===== config.mk =====
export PLATFORM = sky130hd
export DESIGN_NAME = multi_key_short_long_press_top
export DESIGN_NICKNAME = d
export VERILOG_FILES = /design/src/rtl/mksl_pkg.sv /design/src/rtl/mksl_key_lane.sv /design/src/rtl/mksl_merge.sv /design/src/rtl/multi_key_short_long_press_top.sv
export SDC_FILE = /design/constraint.sdc
export NUM_CORES = 1
export LEC_CHECK = 0
export BUFFER_PORTS_ARGS = -buffer_cell sky130_fd_sc_hd__buf_4
export CAP_MARGIN = 30
export CORE_MARGIN = 5
export CORE_UTILIZATION = 45
export CTS_CLUSTER_SIZE = 30
export DETAILED_ROUTE_END_ITERATION = 7
export GPL_ROUTABILITY_DRIVEN = 0
export SLEW_MARGIN = 30
export SYNTH_ARGS = -nofsm -noshare
export SYNTH_HDL_FRONTEND = slang
export SYNTH_SLANG_ARGS = --single-unit

===== constraint.sdc =====
create_clock -name i_clk -period 4.6 [get_ports i_clk]
set_clock_uncertainty 0.2 [all_clocks]
set_input_delay 0 -clock i_clk [delete_from_list [all_inputs] [get_ports i_clk]]
set_output_delay 0 -clock i_clk [all_outputs]
set_load 0.03 [all_outputs]

===== src/rtl/mksl_pkg.sv =====
`timescale 1ns / 1ps
// ----------------------------------------------------------------------------
// mksl_pkg
// Shared types and constants for the multi-key short/long press detector.
// ----------------------------------------------------------------------------
package mksl_pkg;

    localparam int CFG_INDEX_W = 3;
    localparam int CFG_DATA_W  = 16;
    localparam int THRESH_W    = 16;

    // Configuration register indexes
    localparam logic [CFG_INDEX_W-1:0] CFG_CONFIRM_TICKS    = 3'd0;
    localparam logic [CFG_INDEX_W-1:0] CFG_LONG_TICKS       = 3'd1;
    localparam logic [CFG_INDEX_W-1:0] CFG_ACTIVE_LEVELS    = 3'd2;
    localparam logic [CFG_INDEX_W-1:0] CFG_SHORT_ON_RELEASE = 3'd3;
    localparam logic [CFG_INDEX_W-1:0] CFG_LONG_ON_RELEASE  = 3'd4;

    localparam logic [THRESH_W-1:0] CONFIRM_TICKS_RST = 16'd20;
    localparam logic [THRESH_W-1:0] LONG_TICKS_RST    = 16'd1500;

    typedef enum logic [1:0] {
        PH_RELEASED = 2'd0,
        PH_CONFIRM  = 2'd1,
        PH_SHORT    = 2'd2,
        PH_LONG     = 2'd3
    } t_key_phase;

    // Settings shared by every key lane
    typedef struct packed {
        logic [THRESH_W-1:0] confirm_ticks;
        logic [THRESH_W-1:0] long_ticks;
        logic                short_on_release;
        logic                long_on_release;
    } t_lane_cfg;

    // Event pulses of one lane for the current word
    typedef struct packed {
        logic short_evt;
        logic long_evt;
    } t_lane_evt;

endpackage


===== src/rtl/mksl_key_lane.sv =====
`timescale 1ns / 1ps
// ----------------------------------------------------------------------------
// mksl_key_lane
// Press state machine and saturating press counter of a single key.
// ----------------------------------------------------------------------------
module mksl_key_lane #(
    parameter int COUNT_WIDTH = 16
) (
    input  logic                i_clk,
    input  logic                i_rst_n,
    input  logic                i_fire,
    input  logic                i_pressed,
    input  mksl_pkg::t_lane_cfg i_cfg,
    output mksl_pkg::t_lane_evt o_evt
);
    import mksl_pkg::*;

    localparam int CMP_W = (COUNT_WIDTH > THRESH_W) ? COUNT_WIDTH : THRESH_W;

    t_key_phase             r_phase;
    t_key_phase             n_phase;
    logic [COUNT_WIDTH-1:0] r_count;
    logic [COUNT_WIDTH-1:0] n_count;
    logic [COUNT_WIDTH-1:0] w_count_inc;
    logic [CMP_W-1:0]       w_count_ext;
    logic                   w_over_confirm;
    logic                   w_over_long;

    // Saturating increment
    assign w_count_inc = (&r_count) ? r_count : r_count + 1'b1;
    assign w_count_ext = CMP_W'(w_count_inc);
    assign w_over_confirm = w_count_ext > CMP_W'(i_cfg.confirm_ticks);
    assign w_over_long    = w_count_ext > CMP_W'(i_cfg.long_ticks);

    always_ff @(posedge i_clk) begin
        if (!i_rst_n) begin
            r_phase <= PH_RELEASED;
            r_count <= '0;
        end else if (i_fire) begin
            r_phase <= n_phase;
            r_count <= n_count;
        end
    end

    always_comb begin
        n_phase         = r_phase;
        n_count         = r_count;
        o_evt.short_evt = 1'b0;
        o_evt.long_evt  = 1'b0;
        unique case (r_phase)
            PH_RELEASED: begin
                // The counter is only cleared here, so a bouncing key keeps
                // its earlier pressed ticks.
                if (i_pressed) begin
                    n_phase = PH_CONFIRM;
                end else begin
                    n_count = '0;
                end
            end
            PH_CONFIRM: begin
                if (i_pressed) begin
                    n_count = w_count_inc;
                    if (w_over_confirm) begin
                        n_phase         = PH_SHORT;
                        o_evt.short_evt = !i_cfg.short_on_release;
                    end
                end else begin
                    n_phase = PH_RELEASED;
                end
            end
            PH_SHORT: begin
                if (i_pressed) begin
                    n_count = w_count_inc;
                    if (w_over_long) begin
                        n_phase        = PH_LONG;
                        o_evt.long_evt = !i_cfg.long_on_release;
                    end
                end else begin
                    n_phase         = PH_RELEASED;
                    o_evt.short_evt = i_cfg.short_on_release;
                end
            end
            PH_LONG: begin
                if (!i_pressed) begin
                    n_phase        = PH_RELEASED;
                    o_evt.long_evt = i_cfg.long_on_release;
                end
            end
        endcase
    end

endmodule


===== src/rtl/mksl_merge.sv =====
`timescale 1ns / 1ps
// ----------------------------------------------------------------------------
// mksl_merge
// Gathers the lane events into one result word and holds it in the output
// register until the downstream side takes it.
// ----------------------------------------------------------------------------
module mksl_merge #(
    parameter int NUM_KEYS = 4
) (
    input  logic                                i_clk,
    input  logic                                i_rst_n,
    input  logic                                i_load,
    input  mksl_pkg::t_lane_evt [NUM_KEYS-1:0]  i_lane_evt,
    input  logic                                i_stall,
    output logic                                o_valid,
    output logic                                o_busy,
    output logic [NUM_KEYS-1:0]                 o_short_events,
    output logic [NUM_KEYS-1:0]                 o_long_events
);
    import mksl_pkg::*;

    logic                r_valid;
    logic [NUM_KEYS-1:0] r_short;
    logic [NUM_KEYS-1:0] r_long;
    logic [NUM_KEYS-1:0] w_short;
    logic [NUM_KEYS-1:0] w_long;

    always_comb begin
        for (int k = 0; k < NUM_KEYS; k++) begin
            w_short[k] = i_lane_evt[k].short_evt;
            w_long[k]  = i_lane_evt[k].long_evt;
        end
    end

    always_ff @(posedge i_clk) begin
        if (!i_rst_n) begin
            r_valid <= 1'b0;
        end else if (i_load) begin
            r_valid <= 1'b1;
        end else if (!i_stall) begin
            r_valid <= 1'b0;
        end
    end

    always_ff @(posedge i_clk) begin
        if (i_load) begin
            r_short <= w_short;
            r_long  <= w_long;
        end
    end

    // A new word may enter when the register is empty or the held one leaves in the same cycle.
    assign o_busy         = r_valid && i_stall;
    assign o_valid        = r_valid;
    assign o_short_events = r_short;
    assign o_long_events  = r_long;

endmodule


===== src/rtl/multi_key_short_long_press_top.sv =====
`timescale 1ns / 1ps
// ----------------------------------------------------------------------------
// multi_key_short_long_press_top
// Each key has its own lane; a word's result shows in the cycle after the word
// is accepted. Throughput: one scan word per cycle unless the output stalls;
// the output register frees in the same cycle that its word is taken.
// Reset (synchronous, active low) returns every key to released with a zero
// counter, empties the output register and loads the register defaults.
// ----------------------------------------------------------------------------
module multi_key_short_long_press_top #(
    parameter int NUM_KEYS    = 4,
    parameter int COUNT_WIDTH = 16
) (
    input  logic                             i_clk,
    input  logic                             i_rst_n,
    input  logic                             i_valid,
    output logic                             o_stall,
    input  logic [NUM_KEYS-1:0]              i_raw_levels,
    output logic                             o_valid,
    input  logic                             i_stall,
    output logic [NUM_KEYS-1:0]              o_short_events,
    output logic [NUM_KEYS-1:0]              o_long_events,
    input  logic                             i_cfg_valid,
    output logic                             o_cfg_ready,
    input  logic [mksl_pkg::CFG_INDEX_W-1:0] i_cfg_index,
    input  logic [mksl_pkg::CFG_DATA_W-1:0]  i_cfg_data
);
    import mksl_pkg::*;

    logic [THRESH_W-1:0]             r_confirm_ticks;
    logic [THRESH_W-1:0]             r_long_ticks;
    logic [NUM_KEYS-1:0]             r_active_levels;
    logic                            r_short_on_release;
    logic                            r_long_on_release;
    logic                            w_fire;
    logic                            w_busy;
    logic                            w_cfg_wr;
    logic [NUM_KEYS-1:0]             w_pressed;
    t_lane_cfg                       w_lane_cfg;
    t_lane_evt [NUM_KEYS-1:0]        w_lane_evt;

    assign o_cfg_ready = 1'b1;
    assign w_cfg_wr    = i_cfg_valid && o_cfg_ready;

    always_ff @(posedge i_clk) begin
        if (!i_rst_n) begin
            r_confirm_ticks    <= CONFIRM_TICKS_RST;
            r_long_ticks       <= LONG_TICKS_RST;
            r_active_levels    <= '0;
            r_short_on_release <= 1'b1;
            r_long_on_release  <= 1'b1;
        end else if (w_cfg_wr) begin
            unique case (i_cfg_index)
                CFG_CONFIRM_TICKS:    r_confirm_ticks    <= i_cfg_data[THRESH_W-1:0];
                CFG_LONG_TICKS:       r_long_ticks       <= i_cfg_data[THRESH_W-1:0];
                CFG_ACTIVE_LEVELS:    r_active_levels    <= i_cfg_data[NUM_KEYS-1:0];
                CFG_SHORT_ON_RELEASE: r_short_on_release <= i_cfg_data[0];
                CFG_LONG_ON_RELEASE:  r_long_on_release  <= i_cfg_data[0];
                default: ;
            endcase
        end
    end

    assign w_lane_cfg.confirm_ticks    = r_confirm_ticks;
    assign w_lane_cfg.long_ticks       = r_long_ticks;
    assign w_lane_cfg.short_on_release = r_short_on_release;
    assign w_lane_cfg.long_on_release  = r_long_on_release;

    assign o_stall   = w_busy;
    assign w_fire    = i_valid && !w_busy;
    // A key is pressed when its pin matches its active level.
    assign w_pressed = ~(i_raw_levels ^ r_active_levels);

    for (genvar k = 0; k < NUM_KEYS; k++) begin : g_lane
        mksl_key_lane #(
            .COUNT_WIDTH(COUNT_WIDTH)
        ) u_lane (
            .i_clk    (i_clk),
            .i_rst_n  (i_rst_n),
            .i_fire   (w_fire),
            .i_pressed(w_pressed[k]),
            .i_cfg    (w_lane_cfg),
            .o_evt    (w_lane_evt[k])
        );
    end

    mksl_merge #(
        .NUM_KEYS(NUM_KEYS)
    ) u_merge (
        .i_clk         (i_clk),
        .i_rst_n       (i_rst_n),
        .i_load        (w_fire),
        .i_lane_evt    (w_lane_evt),
        .i_stall       (i_stall),
        .o_valid       (o_valid),
        .o_busy        (w_busy),
        .o_short_events(o_short_events),
        .o_long_events (o_long_events)
    );

endmodule

==> summary.txt, run 1 <==
Timing
  – Hold slack: approximately 0.18 ns
  – Hold Vio Cnt, Final: 0
  – Fmax: 251 MHz
  – Period minus WS final: 3.98 ns
  – Fin crit share: 0.866
  – Slew @ Worst Pin: slightly below 0.8 ns
  – Slew headroom: 0.487
  – TNS Setup: 0 ns
  – Slew Limit Fails: 0
  – Setup violators final: 0
  – RSZ-0062 raised after global routing: no

Placed design
  – # port buffers: 37
  – HPWL Detailed: slightly above 20 mm

Synth
  – Post-Synthesis Cell Area: about 9500 um2
  – Netlist cell types: 71
  – Most numerous cell in the Yosys netlist: nand2_1
  – Dominant synthesized flop cell: dfxtp_1
  – Largest area contributor in the netlist: dfxtp_1
  – Syn_area_per_cell: ~7.8 um2
  – Register area share after synthesis: 0.258
  – Post-Synthesis Net Count: about 1,400
  – Ys async rst share: 0
  – Yosys reg bits: 119
  – Proportion of netlist area held by the largest area contributor: 0.233
  – Synth cell count leaders: nand2_1, ha_1, a21oi_1
  – Synth area leaders: dfxtp_1, ha_1, nand2_1
  – Cell count after synthesis: approximately 1,200
  – Synth warn: 0
  – EDFF count, synth: 8

Clock tree
  – TritonCTS clock tree: done
  – Maximum clock path buffer count: 2
  – Clock latency at the later pin of the worst-skew pair: roughly 0.43 ns
  – CTS resizes: 0
  – Inserted Clock Buffers: 17
  – Root buf cell: clkbuf_16
  – CTS clk-pin slew, worst paths: around 0.06 ns
  – Clk sinks: 119
  – CTS H-tree lvls: 4

Global routing
  – GRT overflow: 0
  – GRT Util Overall: 0.238
  – Vias in the first global route: 8,351
  – Global-route wire length before repair: about 45 mm
  – Largest net degree at the start of global routing: 45
  – Initial antenna violation count: 0

Route
  – DR DRC count: 0
  – Starting DRT DRC Count: roughly 560
  – Antenna Violating Nets Remaining: 0
  – DR vias: ~9,000
  – Final wirelength: about 29 mm
  – Vias per cell: about 5.8
  – Routed length per instance: between 15 and 20 um
  – TritonRoute pass-1 iters: 6

Power
  – Leak pwr: approximately 0.0046 uW
  – Cell area power density: 259 nW/um2
  – Max IR drop VDD: ~0.20 mV

Min path
  – Hold Crit Class: in -> reg
  – Hold path startpoint: i_cfg_data[14]

Run
  – Max Cap Viol: 0

Final layout
  – Fin util: 0.527
  – Layout cells sized above 1: 0.0758
  – Filler Cell Count: between 2,000 and 2,500
  – Layout area overhead: 15.7%
  – ANT cells: 0
  – Nets: around 1,500

Floorplan
  – Chip Width: between 150 and 200 um
  – Starting density of the core: 0.456
  – DIE AREA: about 24,000 um2
  – Rows: 53
  – Core area: 21,000 um2
  – Die span in y: roughly 160 um
  – IO Pins: 39

Setup path
  – Worst reg2reg setup slack: about 0.6 ns
  – Kind of critical path: reg -> reg
  – Worst Setup SP: g_lane[0].u_lane.r_count[7]$_SDFFE_PN0P_
  – Worst EP arrival: ~4.1 ns
  – Worst R2R Start: g_lane[0].u_lane.r_count[7]$_SDFFE_PN0P_
  – Crit path required time: approximately 4.7 ns
  – Setup crit end kind: register
  – Startpoint class of the critical path: register
  – Max FO, Critical Path: 7

Run status
  – Outcome: complete, no violations
[where the power goes]
group | leakage, uW | internal, uW | switching, uW
Clock | 0.000309 | 928 | 523
Combinational | 0.00329 | 122 | 210
Sequential | 0.000978 | 1060 | 14.9
Total | 0.00458 | 2110 | 748
[critical path: stages (launching register included)]
cell and delay (ns):
dfxtp_1 0.44, and4_1 0.29, and3b_1 0.30, and4_1 0.24, nand2_1 0.06, mux2_2 0.31, ha_1 0.33, nand4_1 0.18
nor4_1 0.48, a221o_1 0.28, o221ai_1 0.16, or3b_2 0.46, o211a_1 0.13
[cell type report]
| type | count | area (um2) | share of cell area |
|---|---|---|---|
| well taps | 275 | 344 | 0.0311 |
| flip-flops and latches | 119 | 2460 | 0.223 |
| clock inverters | 11 | 143 | 0.0129 |
| repair buffers | 80 | 701 | 0.0634 |
| multi-input cells | 1008 | 6710 | 0.607 |
| inverters | 54 | 203 | 0.0183 |
| clock buffers | 21 | 493 | 0.0446 |
[flip-flops by register name, indices dropped and copies added, names as in the netlist]
name / flops
g_lane.u_lane.r_phase: 8
r_long_on_release: 1
g_lane.u_lane.r_count: 64
u_merge.o_long_events: 4
r_long_ticks: 16
u_merge.o_valid: 1
r_active_levels: 4
r_confirm_ticks: 16
u_merge.o_short_events: 4
r_short_on_release: 1
[what timing repair did]
item	4_1_cts	5_1_grt
hold buffers	40	0
buffers inserted	0	0
endpoints found under the hold margin	62	0
[per-stage QoR]
stage	cells	total power (uW)	area (um2)	setup slack (ns)
floorplan	1222	1300	9550	0.983
global placement	1496	1400	10000	0.670
detailed placement	1496	1400	10000	0.645
CTS	1568	2880	11100	0.619
global route	1568	2970	11100	0.308
finish	1568	2860	11100	0.618
[path summary, 6_finish.rpt]
kind	to	depth (start not counted)
worst min register to register	r_long_ticks[14]$_SDFFE_PN0P_	2
worst max-delay path	g_lane[0].u_lane.r_phase[0]$_SDFFE_PN0P_	12
worst max register to register	g_lane[0].u_lane.r_phase[0]$_SDFFE_PN0P_	12
worst min-delay path	r_long_ticks[14]$_SDFFE_PN0P_	4
[routing by layer]
metal | global-route usage | share of wire
met5 | 0 | 0
met2 | 0.379 | 0.45
met4 | 0.100 | 0.038
met3 | 0.0399 | 0.056
met1 | 0.320 | 0.46
[placed cells by master, fill, tap and decap left out, types with 4 or more instances in the layout]
master / Yosys / routed
nand2_1: 194 / 194
ha_1: 152 / 152
a21oi_1: 129 / 129
dfxtp_1: 111 / 111
nor2_1: 98 / 97
inv_1: 54 / 53
nand3_1: 52 / 52
xnor2_1: 42 / 42
dlygate4sd3_1: 0 / 40
buf_4: 4 / 40
o21ai_0: 39 / 39
nor3_1: 39 / 39
nand4_1: 28 / 28
and3_1: 20 / 20
clkbuf_16: 0 / 19
a31oi_1: 18 / 18
a21o_1: 14 / 14
and2_1: 13 / 13
a22oi_1: 13 / 13
nor2b_1: 12 / 12
mux2i_1: 12 / 12
o211ai_1: 11 / 11
mux2_2: 10 / 10
o21a_1: 9 / 9
nor4_1: 8 / 8
or4_1: 8 / 8
edfxtp_1: 8 / 8
and4_1: 6 / 6
xor2_1: 6 / 6
or3_1: 5 / 5
and3b_1: 4 / 4
nand2b_1: 4 / 4
a41oi_1: 4 / 4
a22o_1: 4 / 4
clkinv_2: 0 / 4
[logic make-up (layout without fill, tap and decap cells)]
group,after synthesis,in the layout,synth area share
XOR/XNOR,49,49,0.0457
AO/OA/AOI/OAI,277,277,0.178
other,1,1,0.000393
multiplexers,22,22,0.0244
adder cells (fa/ha/maj),152,152,0.199
AND/OR/NAND/NOR,507,507,0.254
buffers and inverters,95,166,0.0402
flip-flops,119,119,0.258
Note: power is estimated with default switching activity, not from simulation.
==> run 2: changes to the inputs <==
--- a/config.mk
+++ b/config.mk
@@ -7,6 +7,7 @@
 export LEC_CHECK = 0
 export BUFFER_PORTS_ARGS = -buffer_cell sky130_fd_sc_hd__buf_4
 export CAP_MARGIN = 30
+export CORE_ASPECT_RATIO = 0.6
 export CORE_MARGIN = 5
 export CORE_UTILIZATION = 45
 export CTS_CLUSTER_SIZE = 30
==> summary.txt, run 2 (synthesis results as in run 1) <==
Route
  – TritonRoute pass-1 iters: 5 (-1)
  – Vias per cell: 5.80 (+0.79%)
  – DR DRC count: 0 (unchanged)
  – Starting DRT DRC Count: 795 (+41%)
  – DR vias: 9,087 (+0.79%)
  – Antenna Violating Nets Remaining: 0 (unchanged)
  – Final wirelength: 29.3 mm (+2.6%)
  – Routed length per instance: 18.7 um (+2.6%)

Timing
  – Hold Vio Cnt, Final: 12 (+12)
  – Setup violators final: 0 (unchanged)
  – Setup ws final: 0.501 ns (-0.118 ns)
  – Hold slack: -0.0315 ns (-0.212 ns)
  – Slew Limit Fails: 0 (unchanged)
  – Slew headroom: 0.486 (-0.00117)
  – RSZ-0062 raised after global routing: no
  – Fin crit share: 0.891 (+0.0256)
  – Slew @ Worst Pin: 0.771 ns (+0.00176 ns)
  – TNS Setup: 0 ns (unchanged)
  – Fmax: 244 MHz (-2.9%)
  – Period minus WS final: 4.10 ns (+0.118 ns)

Setup path
  – Startpoint class of the critical path: register
  – Kind of critical path: reg -> reg
  – Setup crit end kind: register
  – Crit path required time: 4.72 ns (about the same)
  – Max FO, Critical Path: 6 (-1)
  – Worst EP arrival: 4.22 ns (+0.11 ns)

Final layout
  – Filler Cell Count: 2,010 (-3.0%)
  – Layout area overhead: 14.7%
  – Register Area: 2460 um2 (unchanged)
  – Layout cells sized above 1: 0.0714 (-0.00442)
  – Biggest register: g_lane.u_lane.r_count
  – Multi-input gate area: 6710 um2 (about the same)
  – Most frequent cells in the layout: nand2_1, ha_1, a21oi_1, dfxtp_1, nor2_1
  – Most common cell after layout, fill and taps aside: nand2_1
  – Max reg flops: 64 (unchanged)
  – ANT cells: 0 (unchanged)
  – Nets: 1,458 (-0.14%)
  – Biggest regs: g_lane.u_lane.r_count (64), r_confirm_ticks (16), r_long_ticks (16)

Placed design
  – # port buffers: 37 (unchanged)
  – Placement Setup Slack: 0.621 ns (-0.0245 ns)
  – HPWL Detailed: 21.5 mm (+5.4%)

Run status
  – Failing checks: negative hold slack
  – Outcome: finished with violations

Global routing
  – Initial antenna violation count: 0 (unchanged)
  – GRT overflow: 0 (unchanged)
  – GR Util met1: 0.380 (+0.0601)
  – GRT Util Overall: 0.242 (+0.00411)
  – M2 GR Usage: 0.332 (-0.0464)
  – Met3 usage in global routing: 0.0524 (+0.0125)
  – Global-route wire length before repair: 45.3 mm (+0.49%)
  – Grt peak-use layer: met1
  – Largest net degree at the start of global routing: 40 (-11%)
  – Vias in the first global route: 7,993 (-4.3%)

Clock tree
  – TritonCTS clock tree: done
  – Inserted Clock Buffers: 17 (unchanged)
  – Root buf cell: clkbuf_16
  – Clk sinks: 119 (unchanged)
  – Maximum clock path buffer count: 2 (unchanged)
  – Clock latency at the later pin of the worst-skew pair: 0.43 ns (about the same)
  – CTS clk-pin slew, worst paths: 0.06 ns (about the same)
  – CTS H-tree lvls: 4 (unchanged)

Floorplan
  – Chip Width: 198 um (+27%)
  – Die span in y: 123 um (-21%)
  – Core area: 20,900 um2 (-0.12%)
  – IO Pins: 39 (unchanged)
  – Starting density of the core: 0.456 (+0.000545)
  – DIE AREA: 24,300 um2 (+0.39%)
  – Rows: 41 (-23%)

Power
  – Max IR drop VDD: 0.266 mV (+35%)
  – Post-route total power: 2710 uW (-5.1%)
  – Cell area power density: 248 nW/um2 (-4.3%)
  – Leak pwr: 0.00453 uW (-1.1%)

Min path
  – Hold Crit Class: in -> reg

Run
  – Max Cap Viol: 0 (unchanged)
## run 2: changes by cell type in the layout (fill, tap and decap cells not counted), sizes merged
cell         delta
clkbuf          +6
buf             +1
bufinv          -2
dlygate4sd3     -3
clkinv          -4
clkinvlp        -2
## run 2: stage by stage
| step | std cells | instance area [um2] | util |
|---|---|---|---|
| finish | 1568 | 11000 | 0.523 |
| global route | 1568 | 11000 | 0.523 |
| detailed placement | 1501 | 10000 | 0.479 |
| global placement | 1501 | 10000 | 0.479 |
| CTS | 1568 | 11000 | 0.523 |
| floorplan | 1222 | 9550 | - |
## run 2: critical path, stage by stage (launching register included)
cell      delay, ns
dfxtp_1        0.41
ha_1           0.22
nand3_1        0.15
nor4_2         0.43
nor2b_1        0.24
nand2_1        0.08
mux2_2         0.32
ha_1           0.32
nand4_1        0.18
nor4_1         0.45
a221o_1        0.25
o221ai_1       0.15
or3b_2         0.46
o211a_1        0.13
## run 2: area by class of cell
cell class,instances,share of cell area
Multi-Input combinational cell,1008,0.612
Tap cell,279,0.0319
Inverter,54,0.0185
Timing Repair Buffer,78,0.0619
Clock inverter,3,0.00365
Clock buffer,27,0.0469
Sequential cell,119,0.225
## run 2: report_power, final
part | internal (uW) | switching (uW) | total [uW]
logic | 121 | 214 | 336
registers | 1060 | 15.1 | 1080
clock network | 811 | 490 | 1300
## run 2: final timing paths
| kind | depth (start not counted) | slack (ns) | from | endpoint |
|---|---|---|---|---|
| min | 6 | -0.03 | i_cfg_index[2] | r_long_ticks[1]$_SDFFE_PN0P_ |
| min reg2reg | 2 | 0.25 | r_confirm_ticks[9]$_SDFFE_PN0P_ | r_confirm_ticks[9]$_SDFFE_PN0P_ |
| max | 13 | 0.50 | g_lane[2].u_lane.r_count[0]$_SDFFE_PN0P_ | g_lane[2].u_lane.r_phase[0]$_SDFFE_PN0P_ |
| max reg2reg | 13 | 0.50 | g_lane[2].u_lane.r_count[0]$_SDFFE_PN0P_ | g_lane[2].u_lane.r_phase[0]$_SDFFE_PN0P_ |
## run 2: timing repair
item                                    in CTS  in global routing
setup buffers                                0                  0
endpoints found under the hold margin       62                  0
hold buffers                                37                  0
endpoints found under the setup margin       0                  0
resized for setup                            0                  0
## run 2: layer usage
metal | part of all wire | wire [um]
met5 | 0 | 0
met4 | 0.016 | 473
met3 | 0.083 | 2420
met2 | 0.39 | 11500
met1 | 0.51 | 14900
==> run 3: changes to the inputs <==
--- a/config.mk
+++ b/config.mk
@@ -9,11 +9,12 @@
 export CAP_MARGIN = 30
 export CORE_ASPECT_RATIO = 0.6
 export CORE_MARGIN = 5
-export CORE_UTILIZATION = 45
+export CORE_UTILIZATION = 40
 export CTS_CLUSTER_SIZE = 30
 export DETAILED_ROUTE_END_ITERATION = 7
 export GPL_ROUTABILITY_DRIVEN = 0
 export SLEW_MARGIN = 30
 export SYNTH_ARGS = -nofsm -noshare
 export SYNTH_HDL_FRONTEND = slang
+export SYNTH_HIERARCHICAL = 1
 export SYNTH_SLANG_ARGS = --single-unit
==> summary.txt, run 3 <==
Run status
  – Outcome: complete, no violations

Floorplan
  – Starting density of the core: 0.405 (-0.0517)
  – Chip Width: 221 um (+11%)
  – DIE AREA: 30,100 um2 (+24%)
  – Rows: 46 (+12%)
  – Die span in y: 136 um (+11%)
  – Core area: 26,300 um2 (+26%)
  – IO Pins: 39 (unchanged)

Route
  – Routed length per instance: 17.2 um (-8.0%)
  – Antenna Violating Nets Remaining: 0 (unchanged)
  – Top Layer Used: met4
  – Met1 Wirelength: 15.4 mm (+2.9%)
  – DR vias: 9,312 (+2.5%)
  – Starting DRT DRC Count: 772 (-2.9%)
  – Final wirelength: 29.8 mm (+1.9%)
  – WL met2: 12.1 mm (+6.0%)
  – Vias per cell: 5.36 (-7.5%)
  – DR DRC count: 0 (unchanged)
  – TritonRoute pass-1 iters: 7 (+2)
  – Routed wl met3: 1.97 mm (-19%)

Timing
  – TNS Setup: 0 ns (unchanged)
  – Slew headroom: 0.485 (-0.000750)
  – Setup violators final: 0 (unchanged)
  – Fin crit share: 0.892 (+0.00122)
  – Period minus WS final: 4.11 ns (+0.00563 ns)
  – Fmax: 244 MHz (-0.14%)
  – Hold slack: 0.0491 ns (+0.0806 ns)
  – RSZ-0062 raised after global routing: no
  – Slew Limit Fails: 0 (unchanged)
  – Slew @ Worst Pin: 0.769 ns (-0.00213 ns)
  – Hold Vio Cnt, Final: 0 (-12)

Synth
  – Synth warn: 6 (+6)
  – Syn_area_per_cell: 8.12 um2 (+3.9%)
  – Post-Synthesis Net Count: 1,494 (+6.6%)
  – Largest area contributor in the netlist: dfxtp_1
  – Register area share after synthesis: 0.231 (-0.0264)
  – EDFF count, synth: 8 (unchanged)
  – Post-Synthesis Cell Area: 10,600 um2 (+11%)
  – Yosys reg bits: 119 (unchanged)
  – Dominant synthesized flop cell: dfxtp_1
  – Most numerous cell in the Yosys netlist: nand2_1
  – Synth area leaders: dfxtp_1, ha_1, nand2_1
  – Ys async rst share: 0 (unchanged)
  – Synth cell count leaders: nand2_1, ha_1, inv_1
  – Proportion of netlist area held by the largest area contributor: 0.209 (-0.0239)
  – Netlist cell types: 79 (+11%)
  – Cell count after synthesis: 1,310 (+7.2%)

Global routing
  – Largest net degree at the start of global routing: 59 (+48%)
  – GRT overflow: 0 (unchanged)
  – Initial antenna violation count: 0 (unchanged)
  – GRT Util Overall: 0.205 (-0.0374)
  – Global-route wire length before repair: 48.1 mm (+6.1%)
  – Vias in the first global route: 8,873 (+11%)

Power
  – Internal Power: 2020 uW (+1.3%)
  – Sw frac: 0.274 (+0.00890)
  – Clock share of power: 0.482 (+0.002)
  – Comb pwr share: 0.127 (+0.003)
  – Post-route total power: 2780 uW (+2.6%)
  – Cell area power density: 229 nW/um2 (-7.5%)
  – Switching Power: 763 uW (+6.0%)
  – Leak pwr: 0.00515 uW (+14%)
  – Sequential power share: 0.391 (-0.005)
  – Max IR drop VDD: 0.227 mV (-15%)

Placed design
  – HPWL Detailed: 22.5 mm (+4.6%)
  – # port buffers: 37 (unchanged)
  – Inst Count DP: 1,665 (+11%)

Min path
  – Hold path startpoint: i_valid
  – Hold Crit Class: in -> reg
  – WHS Endpoint: u_merge/o_short_events[0]$_DFFE_PP_
  – Hold path depth: 3 (-3)

Setup path
  – Worst EP arrival: 4.28 ns (+0.06 ns)
  – Max FO, Critical Path: 8 (+2)
  – Startpoint class of the critical path: register
  – Kind of critical path: reg -> reg
  – Worst R2R Start: g_lane[2].u_lane/r_count[3]$_SDFFE_PN0P_
  – Worst Setup SP: g_lane[2].u_lane/r_count[3]$_SDFFE_PN0P_
  – Reg-to-reg endpoint: g_lane[2].u_lane/r_phase[0]$_SDFFE_PN0P_
  – Crit path required time: 4.78 ns (+0.06 ns)
  – Worst reg2reg setup slack: 0.49 ns (about the same)
  – Worst R2R Path Depth: 13 (unchanged)
  – Setup crit end kind: register

Final layout
  – Register Area: 2460 um2 (unchanged)
  – Biggest register: g_lane.u_lane/r_count
  – Layout cells sized above 1: 0.105 (+0.0332)
  – Most common cell after layout, fill and taps aside: nand2_1
  – Layout area overhead: 14.1%
  – Most frequent cells in the layout: nand2_1, ha_1, inv_1, dfxtp_1, a21oi_1
  – Max reg flops: 64 (unchanged)
  – Biggest regs: g_lane.u_lane/r_count (64), r_confirm_ticks (16), r_long_ticks (16)
  – ANT cells: 0 (unchanged)
  – Nets: 1,548 (+6.2%)
  – Non-Filler Instances: 1,737 (+11%)
  – Filler Cell Count: 2,561 (+27%)
  – Multi-input gate area: 7380 um2 (+9.9%)
  – Fin util: 0.462 (-0.0618)

Clock tree
  – Clock latency at the later pin of the worst-skew pair: 0.44 ns (about the same)
  – Maximum clock path buffer count: 2 (unchanged)
  – Root buf cell: clkbuf_16
  – Inserted Clock Buffers: 17 (unchanged)
  – Clk sinks: 119 (unchanged)
  – CTS clk-pin slew, worst paths: 0.06 ns (about the same)
  – CTS resizes: 0 (unchanged)
  – CTS H-tree lvls: 4 (unchanged)
  – TritonCTS clock tree: done

Run
  – Max Cap Viol: 0 (unchanged)
## run 3: cells by family (layout without fill, tap and decap cells)
family,Yosys count,in the layout,synth area share
AND/OR/NAND/NOR,462,462,0.246
AO/OA/AOI/OAI,269,269,0.164
buffers and inverters,195,262,0.0775
adder cells (fa/ha/maj),156,156,0.183
flip-flops,119,119,0.231
multiplexers,61,61,0.0587
XOR/XNOR,47,47,0.0387
other,1,1,0.000352
## run 3: worst max-delay path by stage
stage | slack, ns | end | depth (start not counted)
3_5_place_dp | 0.60 | u_merge/o_short_events[3]$_DFFE_PP_ | 13
3_3_place_gp | 0.69 | u_merge/o_short_events[2]$_DFFE_PP_ | 13
5_1_grt | 0.20 | g_lane[2].u_lane/r_phase[0]$_SDFFE_PN0P_ | 13
4_1_cts | 0.54 | g_lane[2].u_lane/r_phase[0]$_SDFFE_PN0P_ | 13
2_1_floorplan | 0.93 | u_merge/o_short_events[3]$_DFFE_PP_ | 14
6_report | 0.49 | g_lane[2].u_lane/r_phase[0]$_SDFFE_PN0P_ | 13
## run 3: what timing repair did
item | 4_1_cts | 5_1_grt
hold buffers | 40 | 0
hold endpoints to repair | 61 | 0
endpoints found under the setup margin | 0 | 0
setup buffers | 0 | 0
## run 3: area by class of cell
| type | count | share of cell area |
|---|---|---|
| clock buffers | 19 | 0.0373 |
| clock inverters | 13 | 0.0107 |
| inverters | 148 | 0.0457 |
| multi-input cells | 996 | 0.607 |
| flip-flops and latches | 119 | 0.203 |
| well taps | 360 | 0.0371 |
| repair buffers | 82 | 0.0589 |
## run 3: worst max-delay path: stages (launching register included)
cell	delay, ns
dfxtp_1	0.50
and4_4	0.33
nand3_4	0.10
nor3_1	0.33
and3_1	0.24
mux2_2	0.37
ha_1	0.29
and4_1	0.23
nand3_1	0.15
nor4_2	0.38
a22oi_1	0.12
a32o_1	0.27
a221oi_2	0.32
o221a_2	0.23
## run 3: stage by stage
step	instance area (um2)	setup WS [ns]
after floorplan	10600	0.931
after global placement	11200	0.689
after detailed placement	11200	0.599
after CTS	12100	0.541
after global routing	12100	0.196
final	12100	0.495
## run 3: metal layers
metal  vias to the layer above  track usage
li1                       4711            -
met1                      4351        0.307
met2                       223        0.294
met3                        27       0.0481
met4                         0       0.0482
met5                         -            0
## run 3: power by group through the flow
stage,clock network [uW],registers [uW],logic (uW)
global placement,0,1110,321
global route,1420,1090,392
detailed placement,0,1110,326
floorplan,0,1100,231
CTS,1370,1090,351
finish,1340,1090,352
